### src/rtl/ffba_pkg.sv
// Package for the first-fit block allocator: sizes, status codes, op codes, shared types.
// No dependencies.
`timescale 1ns / 1ps
package ffba_pkg;
	localparam int unsigned POOL_BYTES      = 1048576;
	localparam int unsigned HEADER_BYTES    = 12;
	localparam int unsigned MIN_SPLIT_BYTES = 4;
	localparam int unsigned MAX_BLOCKS      = 64;

	localparam int unsigned IDX_W = $clog2(MAX_BLOCKS);
	localparam int unsigned CNT_W = $clog2(MAX_BLOCKS + 1);
	localparam int unsigned SZ_W  = $clog2(POOL_BYTES + 1);
	localparam int unsigned FLD_W = 20;
	localparam int unsigned STAT_W = 21;

	localparam logic [2:0] ST_DONE   = 3'd0;
	localparam logic [2:0] ST_ZERO   = 3'd1;
	localparam logic [2:0] ST_NOFIT  = 3'd2;
	localparam logic [2:0] ST_BADREL = 3'd3;
	localparam logic [2:0] ST_NULL   = 3'd4;

	localparam logic OP_ALLOC   = 1'b0;
	localparam logic OP_RELEASE = 1'b1;

	typedef struct packed {
		logic              op;
		logic [FLD_W-1:0]  request_bytes;
		logic [FLD_W-1:0]  release_offset;
	} req_t;

	typedef struct packed {
		logic [2:0]        status;
		logic [FLD_W-1:0]  payload_offset;
		logic [STAT_W-1:0] used_bytes;
		logic [STAT_W-1:0] free_bytes;
		logic [STAT_W-1:0] largest_free;
		logic [6:0]        fragmentation_pct;
	} rsp_t;

	// divider handshake between sequencer and divide unit
	typedef struct packed {
		logic            start;
		logic [SZ_W+6:0] dividend;
		logic [SZ_W-1:0] divisor;
	} div_req_t;

	typedef struct packed {
		logic            done;
		logic [SZ_W+6:0] quotient;
	} div_rsp_t;
endpackage

### src/rtl/ffba_if.sv
// Valid/ready channel interfaces for requests and results.
// Depends on ffba_pkg.
`timescale 1ns / 1ps
interface ffba_req_if import ffba_pkg::*; ();
	logic valid;
	logic ready;
	req_t payload;
	modport source (output valid, output payload, input ready);
	modport sink (input valid, input payload, output ready);
endinterface

interface ffba_rsp_if import ffba_pkg::*; ();
	logic valid;
	logic ready;
	rsp_t payload;
	modport source (output valid, output payload, input ready);
	modport sink (input valid, input payload, output ready);
endinterface

### src/rtl/ffba_div.sv
// Restoring divider, one quotient bit per cycle.
// Depends on ffba_pkg.
`timescale 1ns / 1ps
module ffba_div import ffba_pkg::*; (
	input  logic     clk,
	input  logic     arst_n,
	input  div_req_t req,
	output div_rsp_t rsp
);
	localparam int unsigned DW = SZ_W + 7;
	localparam int unsigned BW = $clog2(DW + 1);

	logic [DW-1:0]   quo_q;
	logic [SZ_W:0]   rem_q;
	logic [SZ_W-1:0] dvs_q;
	logic [BW-1:0]   bits_q;
	logic            busy_q;
	logic            done_q;
	logic [SZ_W:0]   trial;
	logic [SZ_W+1:0] diff;

	always_comb begin
		trial = {rem_q[SZ_W-1:0], quo_q[DW-1]};
		diff  = {1'b0, trial} - {2'b00, dvs_q};
	end

	always_ff @(posedge clk or negedge arst_n) begin
		if (!arst_n) begin
			busy_q <= 1'b0;
			bits_q <= '0;
			done_q <= 1'b0;
		end else begin
			done_q <= 1'b0;
			if (req.start) begin
				busy_q <= 1'b1;
				bits_q <= BW'(DW);
			end else if (busy_q) begin
				bits_q <= bits_q - 1'b1;
				if (bits_q == BW'(1)) begin
					busy_q <= 1'b0;
					done_q <= 1'b1;
				end
			end
		end
	end

	always_ff @(posedge clk) begin
		if (req.start) begin
			quo_q <= req.dividend;
			rem_q <= '0;
			dvs_q <= req.divisor;
		end else if (busy_q) begin
			if (!diff[SZ_W+1]) begin
				rem_q <= diff[SZ_W:0];
				quo_q <= {quo_q[DW-2:0], 1'b1};
			end else begin
				rem_q <= trial;
				quo_q <= {quo_q[DW-2:0], 1'b0};
			end
		end
	end

	assign rsp = {done_q, quo_q};
endmodule

### src/rtl/ffba_table.sv
// Block table memory: one write port, one registered read port.
// Depends on ffba_pkg.
`timescale 1ns / 1ps
module ffba_table import ffba_pkg::*; (
	input  logic                  clk,
	input  logic                  we,
	input  logic [IDX_W-1:0]      waddr,
	input  logic [SZ_W+SZ_W:0]    wdata,
	input  logic [IDX_W-1:0]      raddr,
	output logic [SZ_W+SZ_W:0]    rdata
);
	logic [SZ_W+SZ_W:0] mem [MAX_BLOCKS];

	always_ff @(posedge clk) begin
		if (we) begin
			mem[waddr] <= wdata;
		end
		rdata <= mem[raddr];
	end
endmodule

### src/rtl/first_fit_block_allocator.sv
// Top level of the first-fit block allocator: sequencer over the block table and divider.
// Depends on ffba_pkg, ffba_if, ffba_table, ffba_div.
//
// channel  | dir | payload
// req_ch   | in  | op, request_bytes, release_offset
// rsp_ch   | out | status, payload_offset, used/free/largest bytes, fragmentation_pct
//
// Steps for one request: accept; search the entries in order; a split shifts the
// entries above up by one and writes the new free block before marking, a plain
// allocate just marks; a release marks, then checks each adjacent pair for two
// free blocks and merges them, moving the entries above down by one; a statistics
// walk over all entries; a divide (skipped when nothing is free); load the output.
// All table traffic goes through one memory with one write port and one
// registered read port. Reset clears the sequencer and sets the block count to
// one; entry 0 is written in the first state after reset, during which no request
// is taken. The result is held in an output register until transferred; the next
// request waits for that.
`timescale 1ns / 1ps
module first_fit_block_allocator import ffba_pkg::*; (
	input logic clk,
	input logic arst_n,
	ffba_req_if.sink   req_ch,
	ffba_rsp_if.source rsp_ch
);
	localparam int unsigned EW = SZ_W + SZ_W + 1;   // entry: free, start, size

	localparam logic [4:0] S_INIT   = 5'd0;
	localparam logic [4:0] S_IDLE   = 5'd1;
	localparam logic [4:0] S_SRD    = 5'd2;   // search: issue read
	localparam logic [4:0] S_SCHK   = 5'd3;   // search: check entry
	localparam logic [4:0] S_MVRD   = 5'd4;   // shift up: read k-1
	localparam logic [4:0] S_MVWR   = 5'd5;   // shift up: write k
	localparam logic [4:0] S_SPLIT  = 5'd6;   // write new free block at i+1
	localparam logic [4:0] S_MARK   = 5'd7;   // write entry i
	localparam logic [4:0] S_CRD0   = 5'd8;   // coalesce: read i
	localparam logic [4:0] S_CRD1   = 5'd9;   // coalesce: read i+1
	localparam logic [4:0] S_CCHK   = 5'd10;
	localparam logic [4:0] S_DRD    = 5'd11;  // drop: read k+1
	localparam logic [4:0] S_DWR    = 5'd12;  // drop: write k
	localparam logic [4:0] S_TRD    = 5'd13;  // stats: read
	localparam logic [4:0] S_TACC   = 5'd14;
	localparam logic [4:0] S_DIV    = 5'd15;
	localparam logic [4:0] S_DWAIT  = 5'd16;
	localparam logic [4:0] S_OUT    = 5'd17;
	localparam logic [4:0] S_CWAIT  = 5'd18;  // coalesce: wait read of i+1

	logic [4:0]        state_q;
	logic [CNT_W-1:0]  count_q;
	logic [CNT_W-1:0]  i_q;      // walk index
	logic [CNT_W-1:0]  k_q;      // move index
	logic              op_q;
	logic [SZ_W-1:0]   need_q;
	logic [FLD_W-1:0]  off_q;
	logic [2:0]        status_q;
	logic [FLD_W-1:0]  payload_q;
	logic [SZ_W-1:0]   cur_start_q;
	logic [SZ_W-1:0]   cur_size_q;
	logic              cur_free_q;
	logic [SZ_W-1:0]   used_q;
	logic [SZ_W-1:0]   freeb_q;
	logic [SZ_W-1:0]   largest_q;
	logic              split_q;
	logic              out_valid_q;
	rsp_t              out_q;

	logic              we;
	logic [IDX_W-1:0]  waddr;
	logic [EW-1:0]     wdata;
	logic [IDX_W-1:0]  raddr;
	logic [EW-1:0]     rdata;
	logic              r_free;
	logic [SZ_W-1:0]   r_start;
	logic [SZ_W-1:0]   r_size;
	div_req_t          dreq;
	div_rsp_t          drsp;

	assign r_free  = rdata[EW-1];
	assign r_start = rdata[EW-2 -: SZ_W];
	assign r_size  = rdata[SZ_W-1:0];

	ffba_table u_table (
		.clk   (clk),
		.we    (we),
		.waddr (waddr),
		.wdata (wdata),
		.raddr (raddr),
		.rdata (rdata)
	);

	ffba_div u_div (
		.clk    (clk),
		.arst_n (arst_n),
		.req    (dreq),
		.rsp    (drsp)
	);

	// Split test: remainder must hold a header plus the minimum block, and the table must have a spare entry.
	logic [SZ_W+1:0] split_need;
	logic            fits;
	logic            can_split;
	assign split_need = {2'b00, need_q} + (SZ_W+2)'(HEADER_BYTES + MIN_SPLIT_BYTES);
	assign fits       = r_free && (r_size >= need_q);
	assign can_split  = ({2'b00, r_size} >= split_need) && (count_q < CNT_W'(MAX_BLOCKS));

	logic [SZ_W-1:0] hdr_c;
	assign hdr_c = SZ_W'(HEADER_BYTES);

	// Memory port mux.
	always_comb begin
		we    = 1'b0;
		waddr = i_q[IDX_W-1:0];
		wdata = '0;
		raddr = i_q[IDX_W-1:0];
		case (state_q)
			S_INIT: begin
				we    = 1'b1;
				waddr = '0;
				wdata = {1'b1, SZ_W'(0), SZ_W'(POOL_BYTES - HEADER_BYTES)};
			end
			S_MVRD:  raddr = IDX_W'(k_q - 1'b1);
			S_MVWR: begin
				we    = 1'b1;
				waddr = k_q[IDX_W-1:0];
				wdata = rdata;
			end
			S_SPLIT: begin
				we    = 1'b1;
				waddr = IDX_W'(i_q + 1'b1);
				wdata = {1'b1, cur_start_q + hdr_c + need_q, cur_size_q - need_q - hdr_c};
			end
			S_MARK: begin
				we    = 1'b1;
				wdata = {~op_q ? 1'b0 : 1'b1, cur_start_q,
					(~op_q && split_q) ? need_q : cur_size_q};
			end
			S_CRD1:  raddr = IDX_W'(i_q + 1'b1);
			S_CWAIT: raddr = IDX_W'(i_q + 1'b1);
			S_CCHK: begin
				// merge i and i+1 when both free
				we    = cur_free_q && r_free;
				wdata = {1'b1, cur_start_q, cur_size_q + hdr_c + r_size};
				raddr = IDX_W'(i_q + 1'b1);
			end
			S_DRD:   raddr = IDX_W'(k_q + 1'b1);
			S_DWR: begin
				we    = 1'b1;
				waddr = k_q[IDX_W-1:0];
				wdata = rdata;
			end
			default: ;
		endcase
	end

	always_comb begin
		dreq.start    = (state_q == S_DIV) && (freeb_q != '0);
		dreq.dividend = (SZ_W+7)'(largest_q) * (SZ_W+7)'(100);
		dreq.divisor  = freeb_q;
	end

	assign req_ch.ready   = (state_q == S_IDLE) && !out_valid_q;
	assign rsp_ch.valid   = out_valid_q;
	assign rsp_ch.payload = out_q;

	always_ff @(posedge clk or negedge arst_n) begin
		if (!arst_n) begin
			state_q     <= S_INIT;
			count_q     <= CNT_W'(1);
			out_valid_q <= 1'b0;
			i_q         <= '0;
			k_q         <= '0;
		end else begin
			if (rsp_ch.valid && rsp_ch.ready) begin
				out_valid_q <= 1'b0;
			end
			case (state_q)
				S_INIT: state_q <= S_IDLE;
				S_IDLE: begin
					if (req_ch.valid && req_ch.ready) begin
						i_q <= '0;
						if (req_ch.payload.op == OP_ALLOC) begin
							state_q <= (req_ch.payload.request_bytes == '0) ? S_TRD : S_SRD;
						end else begin
							state_q <= (req_ch.payload.release_offset == '0) ? S_TRD : S_SRD;
						end
					end
				end
				S_SRD: begin
					if (i_q == count_q) begin
						i_q     <= '0;
						state_q <= S_TRD;
					end else begin
						state_q <= S_SCHK;
					end
				end
				S_SCHK: begin
					if (op_q == OP_ALLOC) begin
						if (fits) begin
							if (can_split) begin
								k_q     <= count_q;
								state_q <= (count_q > i_q + 1'b1) ? S_MVRD : S_SPLIT;
							end else begin
								state_q <= S_MARK;
							end
						end else begin
							i_q     <= i_q + 1'b1;
							state_q <= S_SRD;
						end
					end else begin
						if ({1'b0, r_start} + SZ_W'(HEADER_BYTES) ==
							(SZ_W+1)'(off_q)) begin
							state_q <= S_MARK;
							if (r_free) begin
								i_q     <= '0;
								state_q <= S_TRD;
							end
						end else begin
							i_q     <= i_q + 1'b1;
							state_q <= S_SRD;
						end
					end
				end
				S_MVRD: state_q <= S_MVWR;
				S_MVWR: begin
					k_q     <= k_q - 1'b1;
					state_q <= (k_q - 1'b1 > i_q + 1'b1) ? S_MVRD : S_SPLIT;
				end
				S_SPLIT: begin
					count_q <= count_q + 1'b1;
					state_q <= S_MARK;
				end
				S_MARK: begin
					if (op_q == OP_ALLOC) begin
						i_q     <= '0;
						state_q <= S_TRD;
					end else begin
						i_q     <= '0;
						state_q <= S_CRD0;
					end
				end
				S_CRD0: begin
					if (i_q + 1'b1 >= count_q) begin
						i_q     <= '0;
						state_q <= S_TRD;
					end else begin
						state_q <= S_CRD1;
					end
				end
				S_CRD1: state_q <= S_CWAIT;
				S_CWAIT: state_q <= S_CCHK;
				S_CCHK: begin
					if (cur_free_q && r_free) begin
						k_q     <= i_q + 1'b1;
						state_q <= (i_q + 2'd2 < count_q) ? S_DRD : S_DWR;
					end else begin
						i_q     <= i_q + 1'b1;
						state_q <= S_CRD0;
					end
				end
				S_DRD: state_q <= S_DWR;
				S_DWR: begin
					if (k_q + 2'd2 < count_q) begin
						k_q     <= k_q + 1'b1;
						state_q <= S_DRD;
					end else begin
						count_q <= count_q - 1'b1;
						state_q <= S_CRD0;
					end
				end
				S_TRD: state_q <= (i_q == count_q) ? S_DIV : S_TACC;
				S_TACC: begin
					i_q     <= i_q + 1'b1;
					state_q <= S_TRD;
				end
				S_DIV: state_q <= (freeb_q == '0) ? S_OUT : S_DWAIT;
				S_DWAIT: if (drsp.done) state_q <= S_OUT;
				S_OUT: begin
					out_valid_q <= 1'b1;
					state_q     <= S_IDLE;
				end
				default: state_q <= S_IDLE;
			endcase
		end
	end

	// Datapath registers.
	always_ff @(posedge clk) begin
		case (state_q)
			S_IDLE: begin
				op_q      <= req_ch.payload.op;
				need_q    <= SZ_W'({req_ch.payload.request_bytes + 20'd3} & ~FLD_W'(3))
					| (SZ_W'(req_ch.payload.request_bytes > 20'hFFFFC) << FLD_W);
				off_q     <= req_ch.payload.release_offset;
				payload_q <= '0;
				used_q    <= '0;
				freeb_q   <= '0;
				largest_q <= '0;
				split_q   <= 1'b0;
				if (req_ch.payload.op == OP_ALLOC) begin
					status_q <= (req_ch.payload.request_bytes == '0) ? ST_ZERO : ST_NOFIT;
				end else begin
					status_q <= (req_ch.payload.release_offset == '0) ? ST_NULL : ST_BADREL;
				end
			end
			S_SCHK: begin
				cur_start_q <= r_start;
				cur_size_q  <= r_size;
				if (op_q == OP_ALLOC) begin
					if (fits) begin
						split_q   <= can_split;
						status_q  <= ST_DONE;
						payload_q <= FLD_W'(r_start + hdr_c);
					end
				end else if ({1'b0, r_start} + SZ_W'(HEADER_BYTES) == (SZ_W+1)'(off_q)
					&& !r_free) begin
					status_q <= ST_DONE;
				end
			end
			S_CRD1: begin
				// entry i arrives here; entry i+1 follows in the compare cycle
				cur_free_q  <= r_free;
				cur_start_q <= r_start;
				cur_size_q  <= r_size;
			end
			S_CCHK: begin
				if (cur_free_q && r_free) begin
					cur_size_q <= cur_size_q + hdr_c + r_size;
				end
			end
			S_TACC: begin
				if (r_free) begin
					freeb_q <= freeb_q + r_size;
					if (r_size > largest_q) largest_q <= r_size;
				end else begin
					used_q <= used_q + r_size;
				end
			end
			S_OUT: begin
				out_q.status            <= status_q;
				out_q.payload_offset    <= payload_q;
				out_q.used_bytes        <= STAT_W'(used_q);
				out_q.free_bytes        <= STAT_W'(freeb_q);
				out_q.largest_free      <= STAT_W'(largest_q);
				out_q.fragmentation_pct <= (freeb_q == '0) ? 7'd0 :
					7'(7'd100 - drsp.quotient[6:0]);
			end
			default: ;
		endcase
	end
endmodule

### src/flat_wrapper.sv
// flat-port wrapper written by rule: the top's interface ports become plain ports
module first_fit_block_allocator_flat import ffba_pkg::*;
  (clk, arst_n, req_ch_valid, req_ch_payload, req_ch_ready, rsp_ch_valid, rsp_ch_payload, rsp_ch_ready);
  ffba_req_if req_ch_i ();
  ffba_rsp_if rsp_ch_i ();
  input logic clk;
  input logic arst_n;
  input wire logic [$bits(req_ch_i.valid)-1:0] req_ch_valid;
  input wire logic [$bits(req_ch_i.payload)-1:0] req_ch_payload;
  output wire logic [$bits(req_ch_i.ready)-1:0] req_ch_ready;
  output wire logic [$bits(rsp_ch_i.valid)-1:0] rsp_ch_valid;
  output wire logic [$bits(rsp_ch_i.payload)-1:0] rsp_ch_payload;
  input wire logic [$bits(rsp_ch_i.ready)-1:0] rsp_ch_ready;
  assign req_ch_i.valid = req_ch_valid;
  assign req_ch_i.payload = req_ch_payload;
  assign req_ch_ready = req_ch_i.ready;
  assign rsp_ch_valid = rsp_ch_i.valid;
  assign rsp_ch_payload = rsp_ch_i.payload;
  assign rsp_ch_i.ready = rsp_ch_ready;
  first_fit_block_allocator u_core (.clk(clk), .arst_n(arst_n), .req_ch(req_ch_i), .rsp_ch(rsp_ch_i));
endmodule
### config.mk
export PLATFORM = sky130hd
export DESIGN_NAME = first_fit_block_allocator_flat
export DESIGN_NICKNAME = d
export VERILOG_FILES = /design/src/rtl/ffba_pkg.sv /design/src/rtl/ffba_if.sv /design/src/rtl/ffba_div.sv /design/src/rtl/ffba_table.sv /design/src/rtl/first_fit_block_allocator.sv /design/src/flat_wrapper.sv
export SDC_FILE = /design/constraint.sdc
export NUM_CORES = 2
export LEC_CHECK = 0
export BUFFER_PORTS_ARGS = -buffer_cell sky130_fd_sc_hd__clkbuf_2
export CAP_MARGIN = 15
export CORE_AREA = 5 5 550 552
export CTS_CLUSTER_SIZE = 20
export DETAILED_ROUTE_END_ITERATION = 16
export DIE_AREA = 0 0 555 557
export SKIP_CTS_REPAIR_TIMING = 1
export SLEW_MARGIN = 40
export SYNTH_ARGS = -nofsm -noshare
export SYNTH_HDL_FRONTEND = slang
export SYNTH_HIERARCHICAL = 1
export SYNTH_SLANG_ARGS = --single-unit
### constraint.sdc
create_clock -name clk -period 6.7 [get_ports clk]
set_input_delay 0.335 -clock clk [delete_from_list [all_inputs] [get_ports clk]]
set_output_delay 0.335 -clock clk [all_outputs]
set_load 0.02 [all_outputs]
==> reports/metrics.sh <==
TIMING.CRITICAL_PATH.MODE_CELL='sky130_fd_sc_hd__nor2_1'
STATUS='complete, no violations'
FINAL.SETUP_SKEW_NS=0.0853
SYNTH-XOR-AREA-SHARE_PCT=1.40
FINALWEIGHTEDCONGESTION=0.870
REGTOREGSTARTPOINT='u_core/state_q[1]'
R2R_SETUP_SLACK_NS=1.28
WORSTSKEWPAIRLATENCY_NS=0.94
POST_DRT_VIA_CELL_RATIO=6.07
ROUTE.ANTENNA.REMAINING_NETS=0
NUMCTSBUFFERS=327
CTS_ROOT_BUF='sky130_fd_sc_hd__clkbuf_16'
VIAS_IN_THE_FIRST_GLOBAL_ROUTE=72400
CORE.ROWCOUNT=200
SYNTH_ASYNC_SR_FLOP_SHARE_PCT=1.08
TRITONCTS='yes'
PATH_CLK_SLEW_NS=0.07
POWER_DENSITY_nW_PER_UM2=502
MIN-DELAY-PATH-CLASS='input port to flop'
SYNTH_CELL_TYPE_COUNT=101
CELLLEAKAGEPOWER_nW=48.7
VIAS=72300
CTS_MAX_PATH_BUFFERS=4
ROUTEDWLPERCELL_MICRONS=30.6
INITIAL_ANTENNA_VIOLATION_COUNT=15
TIMING.CRITICAL_PATH.SLOWEST_STAGE_CELL='sky130_fd_sc_hd__dfrtp_1'
MOST_USED_CELLS_IN_THE_LAYOUT_EXCLUDING_FILL_AND_TAP_CELLS='sky130_fd_sc_hd__edfxtp_1 (3,064), sky130_fd_sc_hd__mux4_2 (726), sky130_fd_sc_hd__ha_1 (341)'
COUNT_OF_FLIP_FLOPS_WITH_A_BUILT_IN_ENABLE_AFTER_SYNTHESIS=3064
CRITPATHMAXFANOUT=57
CORE_AREA_SQ_UM=296000
SYNTH-COMPOUND-AREA-SHARE_PCT=4.63
WORST-PATH-BUF-INV=2
START_KIND='flop'
SEQCELLAREA_SQ_UM=94200
IRDROPWORSTVDD_uV=500
CRITICAL_PATH_ARRIVAL_NS=6.25
MAPPEDNETLISTAREA_SQ_UM=133000
POST_SYNTH.CELL_AREA_AVG_SQ_UM=18.3
DIE_W_MICRONS=555
COUNT_OF_MAPPED_CELLS_OUT_OF_SYNTHESIS=7249
DRCVIOLATIONCOUNT=0
FILLCELLCOUNT=23800
CTS.SINKS=3162
POSTSYNTHREGISTERBITS=3162
REQUIRED_NS=7.52
WORST_HOLD_PATH.NUM_CELLS=3
PLACED_CELLS_INCL_TAPS=11300
LARGEST_FAMILY_OF_LOGIC_CELLS_BY_SYNTHESIZED_AREA='multiplexers'
R2R_END='u_core/u_table/rdata[7]'
SETUP_VIOL_COUNT_FINAL=0
LAYOUTNONFILLERINSTCOUNT=11900
DIE_HEIGHT_MICRONS=557
FF2FF_PATH_DEPTH=12
AREA_SHARE_OF_AND_OR_NAND_NOR_CELLS_AFTER_SYNTHESIS_PCT=3.77
FMAXACHIEVABLE_MHz=184
CP_CELL_SEQUENCE='nand2b_1, or3_1, o22ai_1, nor2_1, o221ai_4, buf_12, or2_1, buf_4, o22ai_1, nor2_1, a21oi_1, nor2_1'
SETUP.WORST_PATH.CLASS='flop to flop'
GRT_REMAINING_OVERFLOW=0
ROUTED_WL_MICRONS=365000
CRITPATHTOPFAMILY='simple AND/OR/NAND/NOR gates'
FINISH.NET_COUNT=8105
DETAILED_PLACE_HPWL_MICRONS=220000
POST_ROUTE_CELL_AREA_SQ_UM=152000
NUMPORTBUFFERS=139
REPORT.FINAL.HOLD_VIOL_COUNT=0
DRT_PASS1_ITERATIONS=6
PERIOD_NEEDED_NS=5.42
MULTIINPUTGATEAREA_SQ_UM=37000
MIN_DELAY_WORST_ENDPOINT='u_core/need_q[5]'
SYN_TO_FINAL_GROWTH_PCT=14.3
MAX_SLEW_MARGIN_PCT=35.7
H-TREE-DEPTH=5
GRTUSAGETOTAL_PCT=23.2
I_O_PIN_COUNT=140
TIMING_MAX_TRANSITION_VIOLATIONS_FINAL=0
HOLD_START='req_ch_payload[22]'
POWER_W=0.0763
SETUP_REPAIR_AFTER_GLOBAL_ROUTING_MISSED_ITS_MARGIN='false'
STARTING_DENSITY_OF_THE_CORE_PCT=44.8
DIE-AREA_SQ_UM=309000
PIN_COUNT_OF_THE_BIGGEST_NET_ENTERING_GLOBAL_ROUTING=87
YOSYS_MOST_USED_DFF='sky130_fd_sc_hd__edfxtp_1'
POST_SYNTH_ADDER_CELL_AREA_PCT=3.54
CP-END-KIND='flop'
POST_ROUTE_CELLS_DRIVE_ABOVE_1_SHARE_PCT=23.8
POST_SYNTH_MUX_AREA_SHARE_PCT=13.8
FIRST_PASS_GRT_WIRE_LENGTH_MICRONS=521000
PLACEMENT.CELL_AREA_SQ_UM=140000
MAX_SLEW.WORST_PIN.SLEW_NS=0.965
DRT_ITER0_MARKERS=8426
YS_SEQ_AREA_SHARE_PCT=70.9
FIN_HOLD_WS_NS=0.0282
YOSYSWARNINGCOUNT=6
CPPEAKSTAGEDELAY_NS=0.88
MAX_CAP_VIOLATIONS=0
TIMING.FINAL.CRIT_SHARE_PCT=81.0
TOTALNEGATIVESETUPSLACK_NS=0
FINAL_COMMON_CELL='sky130_fd_sc_hd__edfxtp_1'
## worst max path at each step
stage | from | end | slack [ns] | cells past startpoint
final | u_core/state_q[1] | u_core/u_table/rdata[7] | 1.28 | 12
after global routing | u_core/state_q[3] | u_core/u_table/rdata[41] | 1.11 | 12
after CTS | u_core/state_q[3] | u_core/u_table/rdata[41] | 1.30 | 12
after detailed placement | u_core/state_q[3] | u_core/u_table/rdata[41] | 1.33 | 12
after global placement | u_core/state_q[3] | u_core/u_table/rdata[18] | 0.89 | 11
after floorplan | u_core/u_table/rdata[2] | u_core/u_table/mem[0][18] | 0.65 | 13
## registers in the layout, summed over array words and instances, names as in the netlist, 5 cells and up
register and count:
u_core/k_q 7, u_core/u_table/mem 2752, u_core/i_q 7, u_core/count_q 7, u_core/u_div/quo_q 28, u_core/u_div/bits_q 5, u_core/u_div/dvs_q 21, u_core/u_div/rem_q 21
u_core/u_table/rdata 43, u_core/need_q 19, u_core/cur_size_q 21, u_core/payload_q 20, u_core/largest_q 21, u_core/off_q 20, u_core/cur_start_q 21, u_core/state_q 5
u_core/rsp_ch.payload 93, u_core/freeb_q 21, u_core/used_q 21
## report_power, final
group / switching (W) / total, W / internal (W)
registers: 0.00145 / 0.0271 / 0.0257
clock network: 0.00776 / 0.0183 / 0.0105
logic: 0.0184 / 0.0309 / 0.0125
## area by class of cell
cell class	count	area share [%]
sequential	3162	62.0
multi-input combinational	3483	24.4
clock buffer	416	5.83
tap	3939	3.25
timing repair buffer	457	2.58
clock inverter	191	1.30
inverter	266	0.658
antenna	9	0.0148
## synthesized netlist by cell type, types with 73 or more instances
master / n / share of area (%)
sky130_fd_sc_hd__nor2_1: 401 / 1.1
sky130_fd_sc_hd__o22ai_1: 153 / 0.72
sky130_fd_sc_hd__nand3_1: 73 / 0.28
sky130_fd_sc_hd__mux2_2: 98 / 0.83
sky130_fd_sc_hd__o21ai_0: 152 / 0.57
sky130_fd_sc_hd__edfxtp_1: 3064 / 69
sky130_fd_sc_hd__clkbuf_1: 164 / 0.46
sky130_fd_sc_hd__mux2i_1: 91 / 0.69
sky130_fd_sc_hd__inv_1: 266 / 0.75
sky130_fd_sc_hd__nand2_1: 208 / 0.59
sky130_fd_sc_hd__buf_2: 106 / 0.40
sky130_fd_sc_hd__nor3_1: 98 / 0.37
sky130_fd_sc_hd__a21oi_1: 220 / 0.83
sky130_fd_sc_hd__mux4_2: 726 / 12
sky130_fd_sc_hd__xnor2_1: 135 / 0.89
sky130_fd_sc_hd__ha_1: 341 / 3.2
sky130_fd_sc_hd__xor2_1: 78 / 0.51
## routing by layer
layer	part of all wire (%)	wire [microns]	track usage [%]	vias up
li1	-	-	-	30300
met5	0.013	49	0	-
met4	3.4	12500	7.60	8
met3	7.9	28700	3.41	573
met1	41	149000	32.8	38300
met2	48	174000	37.6	3147
## metrics by stage
step | util, % | worst slack [ns]
finish | 51.2 | 1.28
global route | 51.2 | 1.11
floorplan | - | 0.650
detailed placement | 47.4 | 1.33
CTS | 51.0 | 1.30
global placement | 47.3 | 0.890
## worst reg2reg max path, stage by stage (launching register included)
cell and delay [ns]:
sky130_fd_sc_hd__dfrtp_1 0.88, sky130_fd_sc_hd__nand2b_1 0.34, sky130_fd_sc_hd__or3_1 0.47, sky130_fd_sc_hd__o22ai_1 0.16, sky130_fd_sc_hd__nor2_1 0.10, sky130_fd_sc_hd__o221ai_4 0.57
sky130_fd_sc_hd__buf_12 0.47, sky130_fd_sc_hd__or2_1 0.86, sky130_fd_sc_hd__buf_4 0.43, sky130_fd_sc_hd__o22ai_1 0.15, sky130_fd_sc_hd__nor2_1 0.51, sky130_fd_sc_hd__a21oi_1 0.30
sky130_fd_sc_hd__nor2_1 0.14
## cells by family after synthesis
| kind of cell | after synthesis |
|---|---|
| DFF | 3162 |
| and+or+nand+nor | 1058 |
| AOI/OAI and AO/OA | 932 |
| muxes | 915 |
| buffers and inverters | 605 |
| adders and majority gates | 363 |
| xor gates and xnor gates | 213 |
| other | 1 |
Power figures use the tool's default switching activity.
